===== src/rtl/alu8_pkg.sv =====
// alu8_pkg: shared widths and operation codes for the 8-bit accumulator alu
// used by alu8_with_carry_parity_overflow and its port checker
// no dependencies
`timescale 1ns / 1ps
`default_nettype none

package alu8_pkg;

  localparam int DATA_W = 8;
  localparam int CMD_W  = 3;

  typedef enum logic [CMD_W-1:0] {
    CMD_ADD = 3'd0,
    CMD_ADC = 3'd1,
    CMD_SUB = 3'd2,
    CMD_SBC = 3'd3,
    CMD_AND = 3'd4,
    CMD_XOR = 3'd5,
    CMD_OR  = 3'd6,
    CMD_CP  = 3'd7
  } cmd_t;

endpackage

`default_nettype wire


===== src/rtl/alu8_with_carry_parity_overflow.sv =====
// alu8_with_carry_parity_overflow: 8-bit accumulator alu with carry and parity/overflow
// input register, one pass of alu logic, result register
// depends on alu8_pkg
//
// usage:
//   input channel: in_valid/in_ready with cmd, operand_a, operand_b, carry_in.
//   output channel: out_valid/out_ready with result, carry_out, parity_overflow.
//   each accepted transaction gives exactly one result transaction, in order.
//   an accepted item goes from the input register through the alu into the
//   result register, from which it is taken on the output.
//   throughput: one transaction per cycle while out_ready stays high; the
//   single-pass alu between the two registers sets this figure.
//   in_ready is high whenever the input register is empty or moving on, so a
//   new transaction is taken while a finished result still waits.
//   stall: with out_ready low a valid result holds in the result register, the input
//   register fills, and then in_ready drops until the output is taken.
//   reset (rst, synchronous, active high) empties both registers by clearing their
//   valid flags; the data is not reset, and no transaction in flight is delivered.
`timescale 1ns / 1ps
`default_nettype none

module alu8_with_carry_parity_overflow (
  input  wire logic                        clk,
  input  wire logic                        rst,
  input  wire logic                        in_valid,
  output logic                             in_ready,
  input  wire logic [alu8_pkg::CMD_W-1:0]  cmd,
  input  wire logic [alu8_pkg::DATA_W-1:0] operand_a,
  input  wire logic [alu8_pkg::DATA_W-1:0] operand_b,
  input  wire logic                        carry_in,
  output logic                             out_valid,
  input  wire logic                        out_ready,
  output logic [alu8_pkg::DATA_W-1:0]      result,
  output logic                             carry_out,
  output logic                             parity_overflow
);

  import alu8_pkg::*;

  logic              in_full;
  cmd_t              cmd_q;
  logic [DATA_W-1:0] a_q;
  logic [DATA_W-1:0] b_q;
  logic              cin_q;

  logic              out_load;
  logic [DATA_W:0]   sum_ext;
  logic [DATA_W:0]   diff_ext;
  logic              cin_use;
  logic [DATA_W-1:0] result_next;
  logic              carry_next;
  logic              pv_next;

  assign out_load = !out_valid || out_ready;
  assign in_ready = !in_full || out_load;

  // input register
  always_ff @(posedge clk) begin
    if (rst) begin
      in_full <= 1'b0;
    end else if (in_ready) begin
      in_full <= in_valid;
    end
    if (in_ready && in_valid) begin
      cmd_q <= cmd_t'(cmd);
      a_q   <= operand_a;
      b_q   <= operand_b;
      cin_q <= carry_in;
    end
  end

  // alu
  always_comb begin
    cin_use  = ((cmd_q == CMD_ADC) || (cmd_q == CMD_SBC)) ? cin_q : 1'b0;
    sum_ext  = {1'b0, a_q} + {1'b0, b_q} + {{DATA_W{1'b0}}, cin_use};
    diff_ext = {1'b0, a_q} - {1'b0, b_q} - {{DATA_W{1'b0}}, cin_use};
    result_next = '0;
    carry_next  = 1'b0;
    pv_next     = 1'b0;
    case (cmd_q)
      CMD_ADD, CMD_ADC: begin
        result_next = sum_ext[DATA_W-1:0];
        carry_next  = sum_ext[DATA_W];
        pv_next     = (a_q[DATA_W-1] ^ sum_ext[DATA_W-1])
                    & (b_q[DATA_W-1] ^ sum_ext[DATA_W-1]);
      end
      CMD_SUB, CMD_SBC, CMD_CP: begin
        result_next = diff_ext[DATA_W-1:0];
        carry_next  = diff_ext[DATA_W];
        pv_next     = (a_q[DATA_W-1] ^ b_q[DATA_W-1])
                    & (a_q[DATA_W-1] ^ diff_ext[DATA_W-1]);
      end
      CMD_AND: begin
        result_next = a_q & b_q;
        pv_next     = ~^(a_q & b_q);
      end
      CMD_XOR: begin
        result_next = a_q ^ b_q;
        pv_next     = ~^(a_q ^ b_q);
      end
      CMD_OR: begin
        result_next = a_q | b_q;
        pv_next     = ~^(a_q | b_q);
      end
      default: begin
        result_next = '0;
        carry_next  = 1'b0;
        pv_next     = 1'b0;
      end
    endcase
  end

  // result register
  always_ff @(posedge clk) begin
    if (rst) begin
      out_valid <= 1'b0;
    end else if (out_load) begin
      out_valid <= in_full;
    end
    if (out_load && in_full) begin
      result          <= result_next;
      carry_out       <= carry_next;
      parity_overflow <= pv_next;
    end
  end

endmodule

`default_nettype wire


===== config.mk =====
export PLATFORM = sky130hd
export DESIGN_NAME = alu8_with_carry_parity_overflow
export DESIGN_NICKNAME = d
export VERILOG_FILES = /design/src/rtl/alu8_pkg.sv /design/src/rtl/alu8_with_carry_parity_overflow.sv
export SDC_FILE = /design/constraint.sdc
export NUM_CORES = 1
export LEC_CHECK = 0
export BUFFER_PORTS_ARGS = -buffer_cell sky130_fd_sc_hd__buf_2
export CORE_MARGIN = 5
export CORE_UTILIZATION = 40
export CTS_BUF_LIST = sky130_fd_sc_hd__clkbuf_2 sky130_fd_sc_hd__clkbuf_4 sky130_fd_sc_hd__clkbuf_8
export CTS_CLUSTER_DIAMETER = 60
export CTS_CLUSTER_SIZE = 28
export DETAILED_ROUTE_END_ITERATION = 10
export SETUP_SLACK_MARGIN = 0.1
export SLEW_MARGIN = 20
export SYNTH_ARGS = -nofsm -noshare
export SYNTH_HDL_FRONTEND = slang
export SYNTH_SLANG_ARGS = --single-unit

===== constraint.sdc =====
create_clock -name clk -period 7.3 [get_ports clk]
set_input_delay 0.365 -clock clk [delete_from_list [all_inputs] [get_ports clk]]
set_output_delay 0.365 -clock clk [all_outputs]
set_load 0.02 [all_outputs]

==> results of run 1 <==
-- stage by stage --
step	instances	hold WS, ps
2_1_floorplan	245	437
3_3_place_gp	348	493
3_5_place_dp	348	495
4_1_cts	356	248
5_1_grt	356	236
6_report	356	253
-- cells in the mapped netlist (all sizes together) (4+ instances only) --
cell type | instances | area [sq um]
nor2b | 4 | 25.0
nor3 | 4 | 20.0
buf | 4 | 31.3
mux2i | 7 | 70.1
o22ai | 5 | 31.3
o21ai | 9 | 45.0
o211ai | 4 | 30.0
nand2 | 18 | 67.6
fa | 4 | 80.1
o21a | 6 | 45.0
inv | 30 | 113
a21oi | 12 | 60.1
ha | 33 | 413
edfxtp | 30 | 901
xor2 | 9 | 78.8
nor2 | 12 | 47.6
xnor2 | 21 | 184
-- registers in the layout, indices dropped and copies added (netlist names) --
signal,flops
a_q,8
b_q,8
carry_out,1
cin_q,1
cmd_q,3
in_full,1
out_valid,1
parity_overflow,1
result,8
-- power by group --
group          internal [mW]  switching (mW)  leakage (nW)  total [mW]
Sequential             0.217          0.0101         0.306       0.227
Combinational         0.0772          0.0914         0.884       0.169
Clock                 0.0742          0.0635        0.0491       0.138
Total                  0.369           0.165          1.24       0.534
-- per-layer routing --
metal | wire length, um | track usage [%]
met4 | 44 | 4.33
met2 | 2270 | 20.7
met1 | 2290 | 19.7
met5 | 0 | 0
met3 | 371 | 3.87
-- layout make-up --
type,count,area (sq um)
fillers,605,3200
multi-input cells,176,1420
flip-flops and latches,32,941
repair buffers,35,175
inverters,30,113
well taps,75,93.8
clock buffers,7,83.8
clock inverters,1,5.00
-- layout by cell type (no fill, tap or decap), types with 2 or more instances in the layout --
| cell type | Yosys | layout |
|---|---|---|
| sky130_fd_sc_hd__a21oi_1 | 12 | 12 |
| sky130_fd_sc_hd__o211ai_1 | 4 | 4 |
| sky130_fd_sc_hd__dfxtp_1 | 2 | 2 |
| sky130_fd_sc_hd__ha_1 | 33 | 33 |
| sky130_fd_sc_hd__a221oi_1 | 2 | 2 |
| sky130_fd_sc_hd__nor2_1 | 11 | 11 |
| sky130_fd_sc_hd__xor2_1 | 9 | 9 |
| sky130_fd_sc_hd__o21a_1 | 6 | 6 |
| sky130_fd_sc_hd__a22oi_1 | 3 | 3 |
| sky130_fd_sc_hd__edfxtp_1 | 30 | 30 |
| sky130_fd_sc_hd__nor2b_1 | 4 | 4 |
| sky130_fd_sc_hd__nand2_1 | 18 | 18 |
| sky130_fd_sc_hd__clkbuf_4 | 0 | 2 |
| sky130_fd_sc_hd__clkbuf_8 | 0 | 5 |
| sky130_fd_sc_hd__nand2b_1 | 2 | 2 |
| sky130_fd_sc_hd__mux2i_1 | 7 | 7 |
| sky130_fd_sc_hd__fa_1 | 4 | 4 |
| sky130_fd_sc_hd__o22ai_1 | 5 | 5 |
| sky130_fd_sc_hd__buf_2 | 1 | 35 |
| sky130_fd_sc_hd__nor3_1 | 4 | 4 |
| sky130_fd_sc_hd__xnor2_1 | 21 | 21 |
| sky130_fd_sc_hd__inv_1 | 30 | 30 |
| sky130_fd_sc_hd__a31oi_1 | 2 | 2 |
| sky130_fd_sc_hd__nor4_1 | 2 | 2 |
| sky130_fd_sc_hd__o21ai_0 | 9 | 9 |
| sky130_fd_sc_hd__and3_1 | 2 | 2 |
-- cell families (layout without fill, tap and decap cells) --
group           count (synthesis)  after routing  synth area share, %
simple gates                   49             49                 9.16
fa+ha+maj                      37             37                 19.6
buf+inv                        37             73                 6.17
flops                          32             32                 37.4
mux                             7              7                 2.79
xor+xnor                       30             30                 10.5
compound gates                 53             53                 14.4
-- worst max-delay path by stage --
stage / start / to / slack [ps] / cells after the start
2_1_floorplan: cmd_q[2]$_DFFE_PP_ / result[6]$_DFFE_PP_ / 4470 / 11
3_3_place_gp: cmd_q[2]$_DFFE_PP_ / result[6]$_DFFE_PP_ / 4360 / 9
3_5_place_dp: cmd_q[2]$_DFFE_PP_ / result[6]$_DFFE_PP_ / 4290 / 9
4_1_cts: cmd_q[2]$_DFFE_PP_ / result[6]$_DFFE_PP_ / 4280 / 9
5_1_grt: cmd_q[2]$_DFFE_PP_ / parity_overflow$_DFFE_PP_ / 4040 / 10
6_report: cmd_q[2]$_DFFE_PP_ / result[6]$_DFFE_PP_ / 4260 / 9
-- worst max-delay path: stages, from the launching register on --
cell and delay [ps]:
sky130_fd_sc_hd__edfxtp_1 700, sky130_fd_sc_hd__nand3b_1 210, sky130_fd_sc_hd__fa_1 210, sky130_fd_sc_hd__inv_1 60, sky130_fd_sc_hd__fa_1 390, sky130_fd_sc_hd__a221o_2 400, sky130_fd_sc_hd__a221oi_2 290, sky130_fd_sc_hd__xor2_1 170
sky130_fd_sc_hd__nor3_1 60, sky130_fd_sc_hd__a221o_1 290
==> impl.org, run 1 <==
** Status
- The flow ran to the end, and the final reports show no timing, DRC or antenna violations.

** Finish
- Once layout is done, the placed cells without fillers occupy 2830 sq um.
- Of the cells placed in the final design, the portion with a size suffix greater than 1 is about 17%.
- Layout Area Growth over Synthesis :: 12.5%
- Fin nets :: ~340
- Fin util :: 46.9%
- The number of antenna diodes in the final layout is 0.

** Drt
- Final wirelength :: around 5000 um
- DRC violations left :: 0
- In this run the remaining antenna-violating nets after routing total 0.
- Vias post-DR :: between 1500 and 2000
- Initial detailed-routing violation count :: roughly 100
- Vias per cell :: 4.99
- DR WL/cell :: 14.0 um
- Iteration count of the initial detailed-routing pass :: 4

** Critical path
- Critical-path maximum fanout :: 18
- For the worst setup path, the data required time is 7330 ps.
- Startpoint class of the critical path :: register
- Crit. End Element :: register
- Reg-to-Reg End :: result[6]$_DFFE_PP_
- Worst EP arrival :: about 3100 ps
- Startpoint of the lowest-slack register-to-register path :: cmd_q[2]$_DFFE_PP_
- Measured in cells, the most critical reg-to-reg path has a length of 9.
- Register-to-register path setup slack :: 4260 ps
- The critical path in this run is classified as reg2reg.

** Power and ir drop
- Worst-case vdd ir drop :: 0.0827 mV
- Overall power after layout :: ~530 uW
- The analysis attributes to cell leakage a power of 1.24 nW.
- Power spread over the standard cell area amounts to approximately 190 nW/um^2.

** GRT
- Entering global routing, the biggest net connects 21 pins.
- Total global-route track usage :: roughly 14%
- Via count of the first global-routing pass :: roughly 1700
- The first global-routing pass estimated around 8400 um of wire.
- For this run the aggregate overflow at the end of global routing stands at 0.
- The initial antenna violation count was 0.

** Die
- The floorplan step defined a core boundary enclosing around 6000 sq um.
- Area of the die :: 7970 sq um
- Starting density of the core :: a little over two fifths
- I/O pin count :: 36
- In this run the core area contains 28 standard-cell rows.
- Y dimension of the die :: slightly below 90 um
- Die Span X :: between 80 and 90 um

** Place
- Once placement finished, the instance area stood at 2740 sq um.
- Number of buffers added on ports :: 35
- The congestion estimate from routability-driven global placement came to between 0.8 and 0.9.
- Timing analysis after detailed placement gives a worst setup slack of 4290 ps.
- Detailed placer's ending HPWL :: just under 4000 um

** Yosys
- For this run, the number of Yosys warnings is 0.
- Predominant post-synthesis flop cell :: sky130_fd_sc_hd__edfxtp_1
- Yosys cell types :: 43
- Synthesized area per cell :: slightly above 10 sq um
- The number of nets in the synthesized netlist is 306.
- Counting flops with a built-in enable in the synthesized netlist gives 30.
- Cell count after synthesis :: 245
- Post-synthesis sequential area ratio :: 37.4%
- Mapped cell area :: 2510 sq um
- Number of storage elements in the synthesis netlist :: 32
- Counting flops with an async set or reset pin after synthesis yields a share of 0%.

** Run
- Max-cap violations in this run came to 0.

** Timing
- Unrepaired setup endpoints after global routing :: false
- Setup violations remaining at the end of the flow were counted as 0.
- The number of pins with negative max-slew slack in the final report was 0.
- Clock Skews :: roughly 4.5 ps
- Min setup slack post-route :: between 4000 and 5000 ps
- In the finished design, the share of the clock period the worst path needs comes to around two fifths.
- At the pin with the least slew margin, the transition time is between 800 and 900 ps.
- Derived from the worst setup path, the maximum achievable clock frequency is between 0.3 and 0.4 GHz.
- The worst pin sits at a relative slew slack of about two fifths.
- Crit path time final :: about 3000 ps
- Setup tns final :: 0 ps
- The number of hold violations in the final report was 0.

** Min path
- The worst hold path terminates at cmd_q[1]$_DFFE_PP_.
- Startpoint of the tightest hold check path :: cmd[1]
- Worst hold path stage count :: 1
- The path class of the tightest hold or removal check is in2reg.

** Clock tree
- Clock Sinks :: 32
- In this run, post-CTS hold repair placed 0 buffers.
- Deepest level of the CTS H-tree :: 2
- Clock latency of the later-clocked register in the worst-skew pair :: roughly 280 ps
- Number of buffers inserted by post-CTS setup repair :: 0
- Post-CTS Resized :: 0
- Clock buffer count from CTS :: 5
- CTS tree :: yes
- Cell at the root of the clock tree :: sky130_fd_sc_hd__clkbuf_8
- After clock tree synthesis, the clock-pin slew on the worst setup and hold paths is around 70 ps.
- The longest clock path from root to sink contains 2 buffers.
Power figures use the tool's default switching activity.
==> inputs of run 2 (changes only) <==
- clock period: 7.3 -> 2.9 ns (I/O delays scaled with it)
==> impl.org, run 2 (synthesized netlist as in run 1, its figures left out) <==
** Finish
- Number of diodes :: 0 (unchanged)
- The count of nets after finishing came to 346 (was 341).
- Fraction of layout instances using a drive strength above 1 :: 19.6% (was 17.1%)
- Most used cells in the layout excluding fill and tap cells: sky130_fd_sc_hd__buf_2 (35), sky130_fd_sc_hd__ha_1 (33), sky130_fd_sc_hd__edfxtp_1 (30) (was sky130_fd_sc_hd__buf_2 (35), sky130_fd_sc_hd__ha_1 (33), sky130_fd_sc_hd__inv_1 (30), sky130_fd_sc_hd__edfxtp_1 (30), sky130_fd_sc_hd__xnor2_1 (21)).
- The area added between synthesis and finish was 15.5% (was 12.5%).
- Final non-filler cell area :: 2900 sq um (was 2830 sq um)
- The most frequent standard cell in the layout excluding fill and tap cells was sky130_fd_sc_hd__buf_2 (unchanged).
- Largest registers: a_q: 8 flops, b_q: 8 flops, result: 8 flops (unchanged).

** Drt
- Iteration count of the initial detailed-routing pass :: 4 (unchanged)
- Initial detailed-routing violation count :: 111 (was 98)
- The total number of vias was 1805 (was 1776).
- Final wirelength :: 5090 um (was 4970 um)
- Vias per cell :: 5.00 (was 4.99)
- The residual antenna-violating net count after detailed routing is 0 (unchanged).
- The DRC violation count after routing is 0 (unchanged).
- DR WL/cell :: 14.1 um (was 14.0 um)

** Die
- The cell row count is 28 (unchanged).
- I/O pin count :: 36 (unchanged)
- Y dimension of the die :: 89.3 um (unchanged)
- Starting density of the core :: 41.7% (unchanged)
- The chip width is 89.3 um (unchanged).
- Area of the die :: 7970 sq um (unchanged)
- Area of the placeable core :: 6030 sq um (unchanged)

** Timing
- Clock Skews :: 3.46 ps (was 4.49 ps)
- The final period demand of the worst path came to 2670 ps (was 3040 ps).
- The highest clock rate came to 0.375 GHz (was 0.329 GHz).
- Period utilization :: 92.0% (was 41.7%)
- Number of slew-limit violations in the final report :: 0 (unchanged)
- The slew at the pin with the worst max-slew slack came to 866 ps (was 887 ps).
- Final setup viols :: 0 (unchanged)
- Unrepaired setup endpoints after global routing: false (unchanged).
- Setup tns final :: 0 ps (unchanged)
- The relative slew slack was 42.3% (was 40.9%).
- Final hold violation count :: 0 (unchanged)

** Clock tree
- Clock buffer count from CTS :: 5 (unchanged)
- The depth of the CTS H-tree was 2 (unchanged).
- # hold bufs at CTS :: 0 (unchanged)
- Bufs on Longest Clock Path :: 2 (unchanged)
- Clock Sinks :: 32 (unchanged)
- CTS tree :: yes (unchanged)
- Clock slew at the register clock pins of the worst setup and hold paths :: 70 ps (about the same)
- Clock latency of the later-clocked register in the worst-skew pair :: 280 ps (about the same)
- The root buffer selected by CTS is sky130_fd_sc_hd__clkbuf_8 (unchanged).

** GRT
- Pin count of the biggest net entering global routing :: 21 (unchanged)
- The initial antenna violation count is 0 (unchanged).
- Via count of the first global-routing pass :: 1751 (was 1697)
- First-pass GRT wire length :: 8540 um (was 8380 um)
- Total global-route track usage :: 14.1% (was 13.9%)
- The total congestion overflow after global routing came to 0 (unchanged).

** Critical path
- The source of the worst register-to-register timing path is cmd_q[0]$_DFFE_PP_ (was cmd_q[2]$_DFFE_PP_).
- Setup Crit Path Kind :: reg2reg (unchanged)
- The required time of the worst setup path was 2930 ps (was 7330 ps).
- The arrival time at the worst endpoint came to 2700 ps (was 3070 ps).
- Critical-path maximum fanout :: 2 (was 18)
- The start point of the critical path was cmd_q[0]$_DFFE_PP_ (was cmd_q[2]$_DFFE_PP_).
- The critical path capture point type is a register (unchanged).
- Startpoint class of the critical path :: register (unchanged)

** Power and ir drop
- Total power per unit cell area :: 483 nW/um^2 (was 189 nW/um^2)
- Worst-case vdd ir drop :: 0.200 mV (was 0.0827 mV)
- Leakage power summed over all cells :: 1.27 nW (was 1.24 nW)

** Place
- The number of buffers added on ports was 35 (unchanged).
- The placed instance area came to 2770 sq um (was 2740 sq um).
- Detailed placer's ending HPWL :: 4080 um (was 3930 um)
- The final weighted congestion in routability-driven placement is 0.817 (was 0.816).

** Min path
- The start point of the worst min-delay path is rst (was cmd[1]).
- The type of the most critical hold path is in2reg (unchanged).

** Status
- Result of the run: complete, no violations (unchanged).

** Run
- The max capacitance violation total came to 0 (unchanged).
[run 2: per-layer routing]
layer / share of wire [%] / track usage (%) / wire (um) / vias to the layer above
met5: 0 / 0 / 0 / -
met4: 1.1 / 3.65 / 55 / 0
met3: 6.6 / 3.13 / 336 / 5
met2: 45 / 21.8 / 2310 / 55
met1: 47 / 20.0 / 2390 / 810
li1: - / - / - / 935
[run 2: final timing paths]
check | to | slack [ps] | cells after the start
worst max-delay path | result[6]$_DFFE_PP_ | 230 | 9
worst min-delay path | out_valid$_SDFFE_PP0P_ | 30 | 2
worst max register to register | result[6]$_DFFE_PP_ | 230 | 9
worst min register to register | out_valid$_SDFFE_PP0P_ | 510 | 2
[run 2: layout make-up]
cell class	count	area [sq um]
Fill cell	579	3120
Multi-Input combinational cell	176	1440
Sequential cell	32	941
Timing Repair Buffer	40	213
Inverter	30	113
Clock buffer	8	104
Tap cell	75	93.8
[run 2: worst max-delay path: stages, from the launching register on]
cell and delay, ps:
sky130_fd_sc_hd__edfxtp_1 400, sky130_fd_sc_hd__nand3b_1 140, sky130_fd_sc_hd__fa_1 200, sky130_fd_sc_hd__inv_1 60, sky130_fd_sc_hd__fa_1 410, sky130_fd_sc_hd__a221o_2 420
sky130_fd_sc_hd__a221oi_4 280, sky130_fd_sc_hd__xor2_1 180, sky130_fd_sc_hd__nor3_1 60, sky130_fd_sc_hd__a221o_1 270
[run 2: report_power, final]
part,internal (mW),total (mW),switching [mW],leakage [nW]
clock,0.226,0.386,0.160,0.0549
combinational,0.204,0.450,0.247,0.909
sequential,0.546,0.566,0.0191,0.306
[run 2: stage by stage]
stage	hold slack (ps)	setup slack (ps)	utilization (%)	cells	power, mW
after floorplan	217	134	-	245	0.911
after global placement	322	270	46.0	352	1.01
after detailed placement	323	213	46.0	352	1.01
after CTS	22.6	200	47.7	360	1.40
after global routing	17.3	102	48.2	361	1.50
final	30.2	232	48.2	361	1.40
[run 2: repair_timing]
item	CTS	global route
setup buffers	0	1
gates resized for setup	0	5
setup endpoints to repair	0	4
==> inputs of run 3 (changes only) <==
- CORE_ASPECT_RATIO: not set -> 0.6
==> impl.org, run 3 (synthesized netlist as in run 1, its figures left out) <==
** Status
- Result of the run :: complete, no violations (unchanged)

** Timing
- The slew at the pin with the worst max-slew slack is 824 ps (was 866 ps).
- Period utilization :: 92.8% (was 92.0%)
- Setup tns final :: 0 ps (unchanged)
- Number of slew-limit violations in the final report :: 0 (unchanged)
- Clock Skews :: 6.23 ps (was 3.46 ps)
- The final period demand of the worst path came to 2690 ps (was 2670 ps).
- The number of hold violations in the final report came to 0 (unchanged).
- Final setup viols :: 0 (unchanged)
- The relative slew slack is 45.0% (was 42.3%).
- Unrepaired setup endpoints after global routing: false (unchanged).
- The highest clock rate is 0.371 GHz (was 0.375 GHz).

** Critical path
- The peak fanout along the critical path was 3 (was 2).
- The worst stage delay on the critical path came to 430 ps (was 420 ps).
- Setup Crit Path Kind :: reg2reg (unchanged)
- Register-to-register path setup slack :: 210 ps (was 230 ps)
- Startpoint of the lowest-slack register-to-register path :: b_q[0]$_DFFE_PP_ (was cmd_q[0]$_DFFE_PP_)
- The critical path capture point type is a register (unchanged).
- The startpoint type of the worst setup path was a register (unchanged).
- The number of cell instances on the worst register-to-register path is 9 (unchanged).
- Worst EP arrival :: 2700 ps (about the same)
- The slowest cell on the critical path is sky130_fd_sc_hd__edfxtp_1 (was sky130_fd_sc_hd__a221o_2).
- The capture instance of the worst register-to-register path was carry_out$_DFFE_PP_ (was result[6]$_DFFE_PP_).
- The required time of the worst setup path came to 2910 ps (was 2930 ps).
- Cell Chain, Critical Path :: inv_1 > fa_1 > inv_1 > fa_1 > a221o_2 > a221oi_2 > o21ai_0 > a32oi_1 > o211ai_1 (was nand3b_1 > fa_1 > inv_1 > fa_1 > a221o_2 > a221oi_4 > xor2_1 > nor3_1 > a221o_1)

** Clock tree
- The depth of the CTS H-tree came to 2 (unchanged).
- Cell at the root of the clock tree :: sky130_fd_sc_hd__clkbuf_8 (unchanged)
- The maximum clock insertion buffer count was 2 (unchanged).
- Clock slew at the register clock pins of the worst setup and hold paths :: 70 ps (about the same)
- CTS tree :: yes (unchanged)
- Clock latency of the later-clocked register in the worst-skew pair :: 290 ps (was 280 ps)
- Clock Sinks :: 32 (unchanged)
- Clock buffer count from CTS :: 5 (unchanged)

** Finish
- Largest registers: a_q: 8 flops, b_q: 8 flops, result: 8 flops (unchanged).
- The count of nets after finishing was 348 (was 346).
- Fin util :: 47.7% (was 48.2%)
- Number of diodes :: 0 (unchanged)
- The area added between synthesis and finish is 16.0% (was 15.5%).
- Fraction of layout instances using a drive strength above 1 :: 20.1% (was 19.6%)
- Most used cells in the layout excluding fill and tap cells: sky130_fd_sc_hd__buf_2 (35), sky130_fd_sc_hd__ha_1 (33), sky130_fd_sc_hd__edfxtp_1 (30) (unchanged).
- Most common cell after layout, fill and taps aside :: sky130_fd_sc_hd__buf_2 (unchanged)

** GRT
- The pin count of the biggest net entering global routing is 21 (unchanged).
- The total congestion overflow after global routing came to 0 (unchanged).
- The first-pass GRT wire length was 8760 um (was 8540 um).
- Total global-route track usage :: 14.2% (was 14.1%)
- The via count of the first global-routing pass was 1669 (was 1751).
- Initial antenna violation count :: 0 (unchanged)

** Min path
- Worst hold path stage count :: 2 (unchanged)
- The start point of the worst min-delay path is rst (unchanged).
- Worst hold path class :: in2reg (unchanged)
- The end point of the worst hold path is out_valid$_SDFFE_PP0P_ (unchanged).

** Drt
- The average wire per standard cell was 15.0 um (was 14.1 um).
- Iteration count of the initial detailed-routing pass :: 4 (unchanged)
- Vias per cell :: 4.97 (was 5.00)
- DRC violations left :: 0 (unchanged)
- The first-iteration detailed-routing DRC count was 143 (was 111).
- Vias post-DR :: 1848 (was 1805)
- Final antenna-violating net count :: 0 (unchanged)
- Final wirelength :: 5570 um (was 5090 um)

** Place
- The final weighted congestion in routability-driven placement came to 0.865 (was 0.817).
- Detailed placer's ending HPWL :: 4450 um (was 4080 um)
- Number of buffers added on ports :: 35 (unchanged)

** Power and ir drop
- The leakage power total was 1.28 nW (was 1.27 nW).
- Worst-case vdd ir drop :: 0.204 mV (was 0.200 mV)
- The power density over cell area was 484 nW/um^2 (was 483 nW/um^2).

** Die
- The effective utilization at floorplan was 41.1% (was 41.7%).
- I/O pin count :: 36 (unchanged)
- Row Count :: 22 (was 28)
- Y dimension of the die :: 71.4 um (was 89.3 um)
- The area of the placeable core was 6110 sq um (was 6030 sq um).
- Area of the die :: 8020 sq um (was 7970 sq um)
- The chip width is 112 um (was 89.3 um).

** Run
- MaxCap Viol Count :: 0 (unchanged)
## run 3: critical path, delay by kind of cell, from the launching register on
| kind | cells | cell delay, ps |
|---|---|---|
| flip-flops | 1 | 430 |
| buffers and inverters | 2 | 190 |
| AO/OA/AOI/OAI | 5 | 1180 |
| adder cells (fa/ha/maj) | 2 | 620 |
## run 3: layout make-up
class	instances	area, sq um
clock buffers	8	104
fillers	582	3200
inverters	30	113
multi-input cells	176	1430
flip-flops and latches	32	941
well taps	84	105
repair buffers	42	228
## run 3: how the worst max path moves through the flow
stage | from | to | cells after the start
floorplan | cmd_q[2]$_DFFE_PP_ | result[6]$_DFFE_PP_ | 13
CTS | a_q[0]$_DFFE_PP_ | carry_out$_DFFE_PP_ | 9
finish | b_q[0]$_DFFE_PP_ | carry_out$_DFFE_PP_ | 9
global route | b_q[0]$_DFFE_PP_ | carry_out$_DFFE_PP_ | 9
global placement | cmd_q[2]$_DFFE_PP_ | result[6]$_DFFE_PP_ | 11
detailed placement | a_q[0]$_DFFE_PP_ | carry_out$_DFFE_PP_ | 9
## run 3: stage by stage
| stage | area [sq um] | cells | setup slack, ps | hold slack (ps) | total power [mW] |
|---|---|---|---|---|---|
| finish | 2920 | 372 | 208 | 26.2 | 1.41 |
| global route | 2920 | 372 | 91.7 | 12.3 | 1.49 |
| CTS | 2900 | 371 | 213 | 13.8 | 1.42 |
| detailed placement | 2800 | 363 | 236 | 323 | 1.02 |
| global placement | 2800 | 363 | 271 | 321 | 1.02 |
| floorplan | 2510 | 245 | 134 | 217 | 0.911 |
## run 3: where the power goes
part	leakage, nW	internal (mW)	switching [mW]
Clock	0.0549	0.226	0.161
Sequential	0.306	0.546	0.0180
Combinational	0.916	0.203	0.257
## run 3: repair_timing
action / CTS / global route
setup endpoints to repair: 0 / 2
gates resized for setup: 0 / 3
hold buffers: 0 / 0
buffers inserted: 0 / 1
## run 3: metal layers
metal  part of all wire, %  global-route usage (%)  up-vias
met5                     0                       0        -
met4                   1.2                    4.53        0
met3                    11                    3.97        9
met2                    34                    16.8       77
met1                    54                    23.5      823
li1                      -                       -      939
